===== src/rtl/softened_gravity_accumulator_defines.svh =====
// assertion macros shared by sga_queue, sga_div and sga_back
// each macro expects signals named clk and rst in the calling scope
`ifndef SOFTENED_GRAVITY_ACCUMULATOR_DEFINES_SVH
`define SOFTENED_GRAVITY_ACCUMULATOR_DEFINES_SVH

// same-cycle implication
`define SGA_ASSERT_IMP(label, cond, prop) \
  label: assert property (@(posedge clk) disable iff (rst) (cond) |-> (prop)) \
    else $error("sga check failed");

// next-cycle implication
`define SGA_ASSERT_NXT(label, cond, prop) \
  label: assert property (@(posedge clk) disable iff (rst) (cond) |=> (prop)) \
    else $error("sga check failed");

`endif


===== src/rtl/sga_pkg.sv =====
// ----------------------------------------------------------------------------
// sga_pkg
// Types and fixed-point constants of the softened gravity accumulator.
// ----------------------------------------------------------------------------
package sga_pkg;

  localparam int COORD_W         = 32;
  localparam int COORD_FRAC_BITS = 16;
  localparam int ACC_FRAC_BITS   = 24;
  localparam int SQRT_EXTRA_BITS = 16;
  localparam int ACC_WIDTH       = 48;
  localparam int MAG_W           = ACC_WIDTH - 1;
  localparam int PROD_W          = 2 * COORD_W;
  localparam int D2_W            = 64;
  localparam int ROOT_W          = 48;
  localparam int RAD_W           = 2 * ROOT_W;
  localparam int DEN_W           = D2_W + ROOT_W;
  localparam int NUM_SHIFT       = COORD_FRAC_BITS + ACC_FRAC_BITS + SQRT_EXTRA_BITS;
  localparam int NUM_W           = PROD_W + NUM_SHIFT;
  localparam int QUEUE_DEPTH     = 2;
  localparam int NUM_AXES        = 3;

  localparam logic [COORD_W-1:0] SOFTENING_RESET = 32'd43;

  typedef struct packed {
    logic signed [COORD_W-1:0] target_x;
    logic signed [COORD_W-1:0] target_y;
    logic signed [COORD_W-1:0] target_z;
    logic signed [COORD_W-1:0] source_x;
    logic signed [COORD_W-1:0] source_y;
    logic signed [COORD_W-1:0] source_z;
    logic        [COORD_W-1:0] source_mass;
    logic                      first_item;
    logic                      last_item;
  } in_word_t;

  typedef struct packed {
    logic signed [ACC_WIDTH-1:0] accel_x;
    logic signed [ACC_WIDTH-1:0] accel_y;
    logic signed [ACC_WIDTH-1:0] accel_z;
  } out_word_t;

  // one queued interaction: per-axis sign and magnitude of source - target
  typedef struct packed {
    logic [NUM_AXES-1:0]              neg;
    logic [NUM_AXES-1:0][COORD_W-1:0] mag;
    logic [COORD_W-1:0]               mass;
    logic                             first;
    logic                             last;
  } entry_t;

  typedef struct packed {
    logic full;
    logic not_empty;
  } queue_status_t;

endpackage


===== src/rtl/sga_front.sv =====
// ----------------------------------------------------------------------------
// sga_front
// Accepts interaction words and reduces them to per-axis sign and magnitude.
// ----------------------------------------------------------------------------
module sga_front (
  input  logic                     in_valid,
  output logic                     in_ready,
  input  sga_pkg::in_word_t        in_data,
  input  sga_pkg::queue_status_t   qstat,
  output logic                     push,
  output sga_pkg::entry_t          entry
);

  logic [sga_pkg::NUM_AXES-1:0][sga_pkg::COORD_W-1:0] src;
  logic [sga_pkg::NUM_AXES-1:0][sga_pkg::COORD_W-1:0] tgt;
  logic [sga_pkg::COORD_W:0] diff [sga_pkg::NUM_AXES];
  logic [sga_pkg::COORD_W:0] negd [sga_pkg::NUM_AXES];

  assign src = {in_data.source_z, in_data.source_y, in_data.source_x};
  assign tgt = {in_data.target_z, in_data.target_y, in_data.target_x};

  always_comb begin
    for (int i = 0; i < sga_pkg::NUM_AXES; i++) begin
      diff[i] = {src[i][sga_pkg::COORD_W-1], src[i]} - {tgt[i][sga_pkg::COORD_W-1], tgt[i]};
      negd[i] = '0 - diff[i];
      entry.neg[i] = diff[i][sga_pkg::COORD_W];
      // magnitude stays below 2^32
      entry.mag[i] = diff[i][sga_pkg::COORD_W] ? negd[i][sga_pkg::COORD_W-1:0]
                                               : diff[i][sga_pkg::COORD_W-1:0];
    end
    entry.mass  = in_data.source_mass;
    entry.first = in_data.first_item;
    entry.last  = in_data.last_item;
  end

  assign in_ready = !qstat.full;
  assign push     = in_valid && in_ready;

endmodule


===== config.mk =====
export PLATFORM = sky130hd
export DESIGN_NAME = sga_front
export DESIGN_NICKNAME = d
export VERILOG_FILES = /design/src/rtl/softened_gravity_accumulator_defines.svh /design/src/rtl/sga_pkg.sv /design/src/rtl/sga_front.sv
export SDC_FILE = /design/constraint.sdc
export NUM_CORES = 1
export LEC_CHECK = 0
export BUFFER_PORTS_ARGS = -buffer_cell sky130_fd_sc_hd__buf_2
export CAP_MARGIN = 0
export CORE_AREA = 4 4 154 126
export DETAILED_ROUTE_END_ITERATION = 10
export DIE_AREA = 0 0 158 130
export PLACE_DENSITY = 0.82
export SETUP_SLACK_MARGIN = 0.2
export SLEW_MARGIN = 25
export SYNTH_ARGS = -nofsm -noshare
export SYNTH_HDL_FRONTEND = slang
export SYNTH_SLANG_ARGS = --single-unit

===== constraint.sdc =====
create_clock -name vclk -period 13.3
set_input_delay 2.66 -clock vclk [all_inputs]
set_output_delay 2.66 -clock vclk [all_outputs]
set_load 0.02 [all_outputs]

# == After elaboration in Yosys (flattened, before gate mapping) ==
# Cells that the tools add are included.
# op_classes
mux,3
bitwise,0
reduce_logical,2
addsub,6
div_mod_pow,0
shifts,0
multipliers,0
order_cmp,0
n_eq_ne,0
# op_table
op,n
subtractor 32 x 32 -> 33 bit,3
two-way mux 32 bit,3
"subtractor 1 x 32 -> 32 bit, first input constant",3
logical AND 1 bit,1
zero test 1 bit,1
# word_totals
inputBits,229
ramBits,0
latchBits,0
output_inout_bits,135
romBits,0
word_cells,11
n_memories,0
register_bits,0

# == Depth between registers and ports, before layout ==
# logic_depth
depth_word,3
mapped_depth,15
ltp_nobuf,14

# == Worst setup path after synthesis ==
# No wires, ideal clock.
# synth_path
kind,input to output
startpoint,input port in_data[98] (netlist name)
endpoint,output port entry[65] (netlist name)
setup_slack_ns,4.599
t_arrival_ns,6.041
t_required_ns,10.640
cell_stages,13
n_path_buf,0
path_cell_list,inv_1 ha_1 fa_1 nand2b_1 a211oi_2 o211ai_1 o21a_1 o41ai_1 xor2_1 nor4b_2 a41oi_1 o2bb2ai_1 xor2_1
# synth_rtl
element,line,source
"start, declared",sga_front.sv:8,"input sga_pkg::in_word_t in_data,"
"end, declared",sga_front.sv:11,output sga_pkg::entry_t entry

==> results_dict.tcl <==
set metrics [dict create \
    status "complete, no violations" \
    relSlewSlack_pct 32.4 \
    viasPerCell 6.04 \
    dieWidth_microns 158 \
    io_buffers 295 \
    period_share_pct 73.9 \
    grt_pass1_vias 9535 \
    ioPinCount 364 \
    dieArea_sq_um 20500 \
    num_rows 44 \
    tightest_slew_ns 1.00 \
    ys_warn_count 0 \
    n_clock_buffer 0 \
    yosys.cell_types.count 85 \
    grt-ovfl-total 0 \
    drc 0 \
    synthTopCellsByArea "ha_1, xnor2_1, a21oi_1, inv_1, xor2_1" \
    dpl.hpwl_mm 26.1 \
    syn_avg_cell_area_sq_um 6.54 \
    die_h_microns 130 \
    grt.total_usage_pct 26.7 \
    antenna_found_initial 1 \
    totalWireLength_mm 30.2 \
    critPathMaxFanout 7 \
    nets 1895 \
    max_cap_viol_count 0 \
    leakage_nw 5.01 \
    slowest_delay_ns 0.77 \
    setup_viol 0 \
    cp.arrival_ns 7.16 \
    setup_tns_ns 0 \
    power_density_nw_per_um2 79.8 \
    netlist_area_sq_um 8840 \
    peakVddDrop_v 0.0000525 \
    netlist.top_cell.by_area "ha_1" \
    hold_class "in2out" \
    layout-drive-gt1-share_pct 21.1 \
    crit_slowest_cell "o41ai_1" \
    core_area_sq_um 17900 \
    endpoint_kind "primary output" \
    area_growth_pct 15.0 \
    ctsResizeCount 0 \
    start_kind "primary input" \
    ctsHoldBuffers 0 \
    crit_path_cell_trace "buf_2 > inv_1 > ha_1 > fa_1 > nand2b_1 > a211oi_2 > o211ai_1 > o21a_1 > o41ai_1 > xor2_1 > nor4b_2 > a41oi_1 > o2bb2ai_1 > xor2_1 > buf_2" \
    final_hold_viol_count 0 \
    cts_setup_buffers 0 \
    fin_area_sq_um 10200 \
    drv_slew 0 \
    place_congestion 0.931 \
    path_class "in2out" \
    vias 10834 \
    initial_core_util_pct 49.4 \
    required_ns 10.64 \
    yosysTopAreaCellShare_pct 14.0 \
    min_period_ns 9.82 \
    postRouteAntennaNets 0 \
    synthCells 1352 \
    grt_max_degree 34 \
    rsz0062_at_grt "no" \
    drt_pass1_iterations 5 \
    syn-num-nets 1683 \
    grt_first_pass_wirelength_mm 46.7 \
    ys_seq_area_share_pct 0 \
    max_clock_freq_ghz 0.102 \
    wl_per_cell_microns 16.8 \
    seq_cells 0 \
    place_area_sq_um 10200 \
    dr.first_iter.drc_count 771 \
    seq_area_sq_um 0 \
]
==> synth_stat cells (7+ instances only) <==
master	number
o211a_1	7
a31oi_1	19
or4_1	7
o31ai_1	19
inv_1	137
a211oi_1	12
or2_2	10
o21bai_1	14
a21o_1	35
nor2b_1	15
nand2b_1	13
xor2_1	51
o211ai_1	18
mux2i_1	9
o21ai_0	70
a211o_1	7
a21oi_1	113
or3_1	20
o41ai_1	8
buf_4	34
nor4_1	10
nor2_1	95
and4_1	8
nand3_1	34
xnor2_1	94
clkbuf_1	50
ha_1	99
and2_1	13
o21a_1	29
nand2_1	111
nor3_1	43
nand4_1	21
o311ai_0	8
and3_1	11
==> power breakdown <==
part / switching, W / internal (W) / total, W / leakage (nW)
clock network: 0 / 0.0000000000101 / 0.0000000000101 / 0.00000634
registers: 0 / 0 / 0 / 0
logic: 0.000514 / 0.000297 / 0.000811 / 5.01
==> per-stage QoR <==
stage	util, %	total power [W]	instances	hold WS [ns]	worst slack [ns]
global placement	56.8	0.000791	1792	5.32	3.68
floorplan	-	0.000579	1352	5.40	4.60
CTS	56.8	0.000803	1792	5.32	3.65
detailed placement	56.8	0.000799	1792	5.32	3.67
finish	56.8	0.000811	1793	5.32	3.48
global route	56.8	0.000878	1793	5.32	3.25
==> worst max-delay path: cells and delay by family <==
kind	cells	cell delay (ns)
AOI/OAI and AO/OA	6	2.18
xor gates and xnor gates	2	0.51
and+or+nand+nor	2	0.81
buffers and inverters	3	0.31
adders and majority gates	2	0.68
==> kinds of logic after synthesis <==
| family | after synthesis | share of synthesized area [%] |
|---|---|---|
| adders and majority gates | 102 | 14.7 |
| AOI/OAI and AO/OA | 437 | 33.5 |
| xor gates and xnor gates | 145 | 14.4 |
| muxes | 10 | 1.15 |
| buffers and inverters | 224 | 11.0 |
| and+or+nand+nor | 434 | 25.3 |
==> metal layers <==
| layer | global-route usage, % | share of wire (%) | vias to the layer above |
|---|---|---|---|
| li1 | - | - | 5312 |
| met1 | 38.6 | 46 | 4995 |
| met4 | 3.86 | 1.4 | 0 |
| met5 | 0 | 0 | - |
| met3 | 2.45 | 7.8 | 45 |
| met2 | 44.2 | 45 | 482 |
==> final timing paths <==
check,start,end,depth (start not counted)
max,in_data[98],entry[65],15
min,in_data[12],entry[12],0
==> cells in the final DEF, fill, tap and decap left out, types with 11 or more instances in the layout <==
cell type and n:
and3_1 11, nand3_1 34, nand2_1 111, nor3_1 43, nand4_1 21, o31ai_1 19
a31oi_1 19, o211ai_1 18, a211oi_1 12, a21oi_1 113, nor2_1 95, or3_1 20
xnor2_1 94, inv_1 137, xor2_1 51, ha_1 99, o21bai_1 14, buf_2 295
nor2b_1 15, and2_1 13, a21o_1 35, o21ai_0 70, o21a_1 29, nand2b_1 13
==> area by class of cell <==
type                            count  area, sq um
Fill cell                        1795         7720
Timing Repair Buffer              296         1480
Antenna cell                        1         2.50
Multi-Input combinational cell   1128         7880
Tap cell                          230          288
Inverter                          138          518
Note: power is estimated with default switching activity, not from simulation.
