### src/rtl/softened_gravity_accumulator_defines.svh
// assertion macros shared by sga_queue, sga_div and sga_back
// each macro expects signals named clk and rst in the calling scope
`ifndef SOFTENED_GRAVITY_ACCUMULATOR_DEFINES_SVH
`define SOFTENED_GRAVITY_ACCUMULATOR_DEFINES_SVH

// same-cycle implication
`define SGA_ASSERT_IMP(label, cond, prop) \
  label: assert property (@(posedge clk) disable iff (rst) (cond) |-> (prop)) \
    else $error("sga check failed");

// next-cycle implication
`define SGA_ASSERT_NXT(label, cond, prop) \
  label: assert property (@(posedge clk) disable iff (rst) (cond) |=> (prop)) \
    else $error("sga check failed");

`endif

### src/rtl/sga_pkg.sv
// ----------------------------------------------------------------------------
// sga_pkg
// Types and fixed-point constants of the softened gravity accumulator.
// ----------------------------------------------------------------------------
package sga_pkg;

  localparam int COORD_W         = 32;
  localparam int COORD_FRAC_BITS = 16;
  localparam int ACC_FRAC_BITS   = 24;
  localparam int SQRT_EXTRA_BITS = 16;
  localparam int ACC_WIDTH       = 48;
  localparam int MAG_W           = ACC_WIDTH - 1;
  localparam int PROD_W          = 2 * COORD_W;
  localparam int D2_W            = 64;
  localparam int ROOT_W          = 48;
  localparam int RAD_W           = 2 * ROOT_W;
  localparam int DEN_W           = D2_W + ROOT_W;
  localparam int NUM_SHIFT       = COORD_FRAC_BITS + ACC_FRAC_BITS + SQRT_EXTRA_BITS;
  localparam int NUM_W           = PROD_W + NUM_SHIFT;
  localparam int QUEUE_DEPTH     = 2;
  localparam int NUM_AXES        = 3;

  localparam logic [COORD_W-1:0] SOFTENING_RESET = 32'd43;

  typedef struct packed {
    logic signed [COORD_W-1:0] target_x;
    logic signed [COORD_W-1:0] target_y;
    logic signed [COORD_W-1:0] target_z;
    logic signed [COORD_W-1:0] source_x;
    logic signed [COORD_W-1:0] source_y;
    logic signed [COORD_W-1:0] source_z;
    logic        [COORD_W-1:0] source_mass;
    logic                      first_item;
    logic                      last_item;
  } in_word_t;

  typedef struct packed {
    logic signed [ACC_WIDTH-1:0] accel_x;
    logic signed [ACC_WIDTH-1:0] accel_y;
    logic signed [ACC_WIDTH-1:0] accel_z;
  } out_word_t;

  // one queued interaction: per-axis sign and magnitude of source - target
  typedef struct packed {
    logic [NUM_AXES-1:0]              neg;
    logic [NUM_AXES-1:0][COORD_W-1:0] mag;
    logic [COORD_W-1:0]               mass;
    logic                             first;
    logic                             last;
  } entry_t;

  typedef struct packed {
    logic full;
    logic not_empty;
  } queue_status_t;

endpackage

### src/rtl/sga_queue.sv
// ----------------------------------------------------------------------------
// sga_queue
// Short fifo of classified interactions between front and back.
// ----------------------------------------------------------------------------
`include "softened_gravity_accumulator_defines.svh"

module sga_queue (
  input  logic                   clk,
  input  logic                   rst,
  input  logic                   push,
  input  sga_pkg::entry_t        push_entry,
  input  logic                   pop,
  output sga_pkg::entry_t        head,
  output sga_pkg::queue_status_t qstat
);

  localparam int PW = (sga_pkg::QUEUE_DEPTH > 1) ? $clog2(sga_pkg::QUEUE_DEPTH) : 1;
  localparam int CW = $clog2(sga_pkg::QUEUE_DEPTH + 1);

  sga_pkg::entry_t slots [sga_pkg::QUEUE_DEPTH];
  logic [PW-1:0] wr_ptr;
  logic [PW-1:0] rd_ptr;
  logic [CW-1:0] count;

  always_ff @(posedge clk) begin
    if (rst) begin
      wr_ptr <= '0;
      rd_ptr <= '0;
      count  <= '0;
    end else begin
      if (push) begin
        wr_ptr <= (wr_ptr == PW'(sga_pkg::QUEUE_DEPTH - 1)) ? '0 : wr_ptr + 1'b1;
      end
      if (pop) begin
        rd_ptr <= (rd_ptr == PW'(sga_pkg::QUEUE_DEPTH - 1)) ? '0 : rd_ptr + 1'b1;
      end
      if (push && !pop) begin
        count <= count + 1'b1;
      end else if (pop && !push) begin
        count <= count - 1'b1;
      end
    end
  end

  always_ff @(posedge clk) begin
    if (push) begin
      slots[wr_ptr] <= push_entry;
    end
  end

  assign head            = slots[rd_ptr];
  assign qstat.full      = (count == CW'(sga_pkg::QUEUE_DEPTH));
  assign qstat.not_empty = (count != '0);

  `SGA_ASSERT_IMP(a_no_pop_empty, pop, count != '0)
  `SGA_ASSERT_NXT(a_push_fills, push && !pop, count != '0)

endmodule

### config.mk
export PLATFORM = sky130hd
export DESIGN_NAME = sga_queue
export DESIGN_NICKNAME = d
export VERILOG_FILES = /design/src/rtl/sga_pkg.sv /design/src/rtl/sga_queue.sv
export VERILOG_INCLUDE_DIRS = /design/src /design/src/rtl
export SDC_FILE = /design/constraint.sdc
export NUM_CORES = 1
export LEC_CHECK = 0
export ABC_AREA = 1
export BUFFER_PORTS_ARGS = -buffer_cell sky130_fd_sc_hd__buf_4
export CORE_MARGIN = 2
export CORE_UTILIZATION = 30
export CTS_CLUSTER_DIAMETER = 120
export DETAILED_ROUTE_END_ITERATION = 8
export PLACE_DENSITY_LB_ADDON = 0.1
export SLEW_MARGIN = 20
export SYNTH_ARGS = -nofsm -noshare
export SYNTH_HDL_FRONTEND = slang
export SYNTH_SLANG_ARGS = --single-unit
### constraint.sdc
create_clock -name clk -period 15.05 [get_ports clk]
set_input_delay 2.2575 -clock clk [delete_from_list [all_inputs] [get_ports clk]]
set_output_delay 2.2575 -clock clk [all_outputs]
set_load 0.05 [all_outputs]
Word level (Yosys, flattened, before mapping)
Memory sizes are Yosys's and may differ from the RTL's. A register that Yosys moved wholly into a read port is not among the register bits. Index checks and enable logic that the tools add are counted.

Reduce and logical (&&, ||, !) cells: 6. Equal/unequal tests: 1. Muxes and demuxes: 8. $add $sub $neg: 4.

Operators with widths (number): two-way mux 1 bit (6); two-way mux 2 bit (2); nonzero test 2 bit (2); adder 1 bit (second input constant) (2); adder 2 x 1 -> 2 bit (second input constant) (1); equality test 2 bit (second input constant) (1); logical AND 1 bit (2); zero test 1 bit (2); subtractor 2 x 1 -> 2 bit (second input constant) (1).

Word-level logic and storage cells: 23. RAM bits: 266. Input bits: 137. Flip-flop bits (word level): 4. Memories: 1.

Memory list: slots (words 2, width 133, read ports 1, clocked after Yosys merged registers in 1, write ports 1, RTL line sga_queue.sv:20) `sga_pkg::entry_t slots [sga_pkg::QUEUE_DEPTH];`.

Longest topological paths before layout
Depth after elaboration: 4. Depth in mapped cells: 8.

Worst setup path after synthesis
No wires, ideal clock.

Path kind: input to register. From: input push. To: memory slots[0][0] (netlist name) (enable). Path slack: 6.559 ns. Path buffers: 0. Arrival: 7.860 ns. Cell stages on the path: 2. Setup time: 0.631 ns. Cells stage by stage: inv_1 nor2_1.

Word-level cells in the longest chain between the ends: 2.

Ends and longest elaborated chain: from (decl) (RTL line sga_queue.sv:10) `input logic push,`; two-way mux 1 bit (RTL line sga_queue.sv:46) `if (push) begin`; two-way mux 1 bit (implied by the code) (RTL line sga_queue.sv:47) `slots[wr_ptr] <= push_entry;`; to (decl) (RTL line sga_queue.sv:20).

Every way passes these cells.

==> out/metrics.json <==
{
  "run_status": {"value": "finished clean"},
  "worst_ep_arrival_time": {"value": 2900, "unit": "ps"},
  "die_height": {"value": 188, "unit": "um"},
  "count_of_state_elements_after_synthesis": {"value": 271},
  "min_path_type": {"value": "register to register"},
  "synthesized_netlist_cell_count": {"value": 447},
  "vdd_drop_max": {"value": 0.0000979, "unit": "V"},
  "drt_iter0_markers": {"value": 260},
  "yosys.cell_count.top_type": {"value": "sky130_fd_sc_hd__edfxtp_1"},
  "r2r_start": {"value": "wr_ptr$_SDFFE_PP0P_"},
  "first_pass_grt_wire_length": {"value": 32200, "unit": "um"},
  "fraction_of_layout_instances_using_a_drive_strength_above_1": {"value": 59.6, "unit": "%"},
  "holdBufCountCts": {"value": 0},
  "timing.setup.critical_path_class": {"value": "register to output pin"},
  "switching_power_summed_over_all_nets": {"value": 505, "unit": "uW"},
  "final.min_clock_period": {"value": 5160, "unit": "ps"},
  "num_io_pins": {"value": 272},
  "max_freq": {"value": 194, "unit": "MHz"},
  "final-setup-viol-count": {"value": 0},
  "layout.core_utilization": {"value": 40.8, "unit": "%"},
  "synth_seq_area_share": {"value": 80.0, "unit": "%"},
  "grt.total_usage": {"value": 11.8, "unit": "%"},
  "synth_top_area_cell": {"value": "sky130_fd_sc_hd__edfxtp_1"},
  "routabilityCongestion": {"value": 0.708},
  "floorplan.initialDensity": {"value": 30.3, "unit": "%"},
  "p_leak": {"value": 5.20, "unit": "nW"},
  "postSynth.asyncResetShare": {"value": 0, "unit": "%"},
  "crit_path_start_kind": {"value": "register"},
  "number_of_nets_in_the_final_layout": {"value": 878},
  "clk_latency": {"value": 540, "unit": "ps"},
  "wirelength": {"value": 21400, "unit": "um"},
  "synth.cells.most_frequent": {"value": "sky130_fd_sc_hd__edfxtp_1 (266), sky130_fd_sc_hd__mux2_4 (70), sky130_fd_sc_hd__mux2_2 (63)"},
  "cts.path.max_buffers": {"value": 3},
  "route.detailed.drc": {"value": 0},
  "powerDensity": {"value": 143, "unit": "nW/um^2"},
  "post_cts_resize_count": {"value": 0},
  "synth_fp_nets": {"value": 585},
  "core_region_area": {"value": 33400, "unit": "um^2"},
  "power.share.clock": {"value": 37.6, "unit": "%"},
  "holdCritStartpoint": {"value": "rd_ptr$_SDFFE_PP0P_"},
  "cts_htree_levels": {"value": 1},
  "category_of_the_worst_setup_path_capture_point": {"value": "output pin"},
  "share_of_power_burned_in_combinational_logic": {"value": 16.8, "unit": "%"},
  "row_count": {"value": 67},
  "number_of_iterations_in_the_first_detailed_routing_pass": {"value": 5},
  "seq_power_share": {"value": 45.6, "unit": "%"},
  "synth_enable_flop_cells": {"value": 266},
  "pins_over_slew_limit": {"value": 0},
  "cap_violations": {"value": 0},
  "cts_tree": {"value": "built"},
  "synth_top_area_share": {"value": 79.0, "unit": "%"},
  "critPathMaxFanout": {"value": 62},
  "worst-endpoint-required": {"value": 12790, "unit": "ps"},
  "routedWlPerCell": {"value": 17.7, "unit": "um"},
  "port_buffers": {"value": 271},
  "vias": {"value": 5084},
  "unrepaired_setup_endpoints_after_global_routing": {"value": "false"},
  "syn_area_per_cell": {"value": 22.6, "unit": "um^2"},
  "place_area": {"value": 12600, "unit": "um^2"},
  "fin_crit_sh": {"value": 34.3, "unit": "%"},
  "most_area_consuming_cells_after_synthesis": {"value": "sky130_fd_sc_hd__edfxtp_1 (79%), sky130_fd_sc_hd__mux2_4 (10%), sky130_fd_sc_hd__mux2_2 (7.0%)"},
  "antenna_left": {"value": 0},
  "dpl.hpwl": {"value": 13700, "unit": "um"},
  "design.die.area": {"value": 35200, "unit": "um^2"},
  "postCtsSetupBuffers": {"value": 0},
  "cts_root_buf": {"value": "sky130_fd_sc_hd__clkbuf_16"},
  "grt_pass1_vias": {"value": 5789},
  "tns": {"value": 0, "unit": "ps"},
  "layout.cell_area.non_filler": {"value": 13600, "unit": "um^2"},
  "antennaDiodeCount": {"value": 0},
  "report.final.hold_viol_count": {"value": 0},
  "detail_route.vias_per_cell": {"value": 4.19},
  "path_clk_slew": {"value": 60, "unit": "ps"},
  "p_int": {"value": 1.45, "unit": "mW"},
  "max_slew.worst_pin.slew": {"value": 976, "unit": "ps"},
  "grt_max_degree": {"value": 75},
  "synth_warnings": {"value": 0},
  "switching_share": {"value": 25.9, "unit": "%"},
  "fin_skew": {"value": 8.25, "unit": "ps"},
  "ys.flop_type": {"value": "sky130_fd_sc_hd__edfxtp_1"},
  "yosysUniqueCellTypes": {"value": 16},
  "num-fill-cells": {"value": 3085},
  "cts_num_sinks": {"value": 271},
  "place_inst": {"value": 1156},
  "synth_area": {"value": 10100, "unit": "um^2"},
  "overflow": {"value": 0},
  "synthToLayoutAreaGrowth": {"value": 34.8, "unit": "%"},
  "number_of_buffers_created_by_cts": {"value": 30},
  "final-instance-count-excl-fill": {"value": 1212},
  "die_w": {"value": 188, "unit": "um"},
  "initial_antenna_violation_count": {"value": 0},
  "maxSlewHeadroom": {"value": 35.0, "unit": "%"}
}
-- area by class of cell --
| type | instances | area (um^2) | area share, % |
|---|---|---|---|
| Clock buffer | 42 | 827 | 6.07 |
| Clock inverter | 14 | 171 | 1.26 |
| Tap cell | 448 | 561 | 4.11 |
| Inverter | 9 | 38.8 | 0.285 |
| Timing Repair Buffer | 276 | 2080 | 15.2 |
| Multi-Input combinational cell | 152 | 1860 | 13.7 |
| Sequential cell | 271 | 8090 | 59.4 |
-- layer usage --
layer	GRT usage (%)	wire length (um)	vias up
li1	-	-	2345
met1	13.6	8640	2504
met2	20.0	10100	202
met3	5.07	2070	33
met4	3.27	554	0
met5	0	0	-
-- per-stage QoR --
step / hold slack, ps / power (mW) / setup slack [ps]
CTS: 523 / 1.98 / 9800
finish: 517 / 1.95 / 9890
global route: 568 / 2.03 / 9730
floorplan: 480 / 1.14 / 6560
global placement: 499 / 1.23 / 10430
detailed placement: 508 / 1.24 / 10400
-- sequential cells by signal, summed over array words and instances, names as in the netlist, named ones only --
register	count
wr_ptr	1
count	2
slots	266
rd_ptr	1
-- worst max-delay path, cell delays in order, from the launching register on --
cell and delay, ps:
sky130_fd_sc_hd__dfxtp_4 830, sky130_fd_sc_hd__buf_4 770, sky130_fd_sc_hd__mux2_2 450, sky130_fd_sc_hd__buf_4 200
-- path summary, 6_finish.rpt --
path                             end  depth (start not counted)  slack [ps]
max                         head[13]                          3        9890
min                         register                          2         520
max reg2reg  slots[1][106]$_DFFE_PP_                          3       12700
min reg2reg                 register                          2         520
-- kinds of logic after synthesis --
kind of cell    Yosys count  share of synthesized area [%]
compound gates            2                         0.0990
flops                   271                           80.0
simple gates             15                          0.607
mux                     133                           17.4
fa+ha+maj                 1                          0.124
buf+inv                  24                           1.63
xor+xnor                  1                         0.0867
-- power groups by stage --
| stage | Combinational, mW | Clock, mW | Sequential [mW] |
|---|---|---|---|
| floorplan | 0.232 | 0 | 0.903 |
| global placement | 0.330 | 0 | 0.904 |
| detailed placement | 0.332 | 0 | 0.906 |
| CTS | 0.333 | 0.760 | 0.891 |
| global route | 0.343 | 0.791 | 0.893 |
| finish | 0.328 | 0.732 | 0.890 |
-- cells in the final DEF, fill, tap and decap left out, types with 5 or more instances in the layout --
cell,instances
sky130_fd_sc_hd__nor2_1,5
sky130_fd_sc_hd__mux2_4,70
sky130_fd_sc_hd__inv_1,8
sky130_fd_sc_hd__clkbuf_1,10
sky130_fd_sc_hd__clkbuf_16,31
sky130_fd_sc_hd__mux2_2,63
sky130_fd_sc_hd__buf_4,275
sky130_fd_sc_hd__nand2_1,6
sky130_fd_sc_hd__edfxtp_1,266
sky130_fd_sc_hd__clkinv_2,5
No activity file was read; power rests on OpenSTA's default activity.
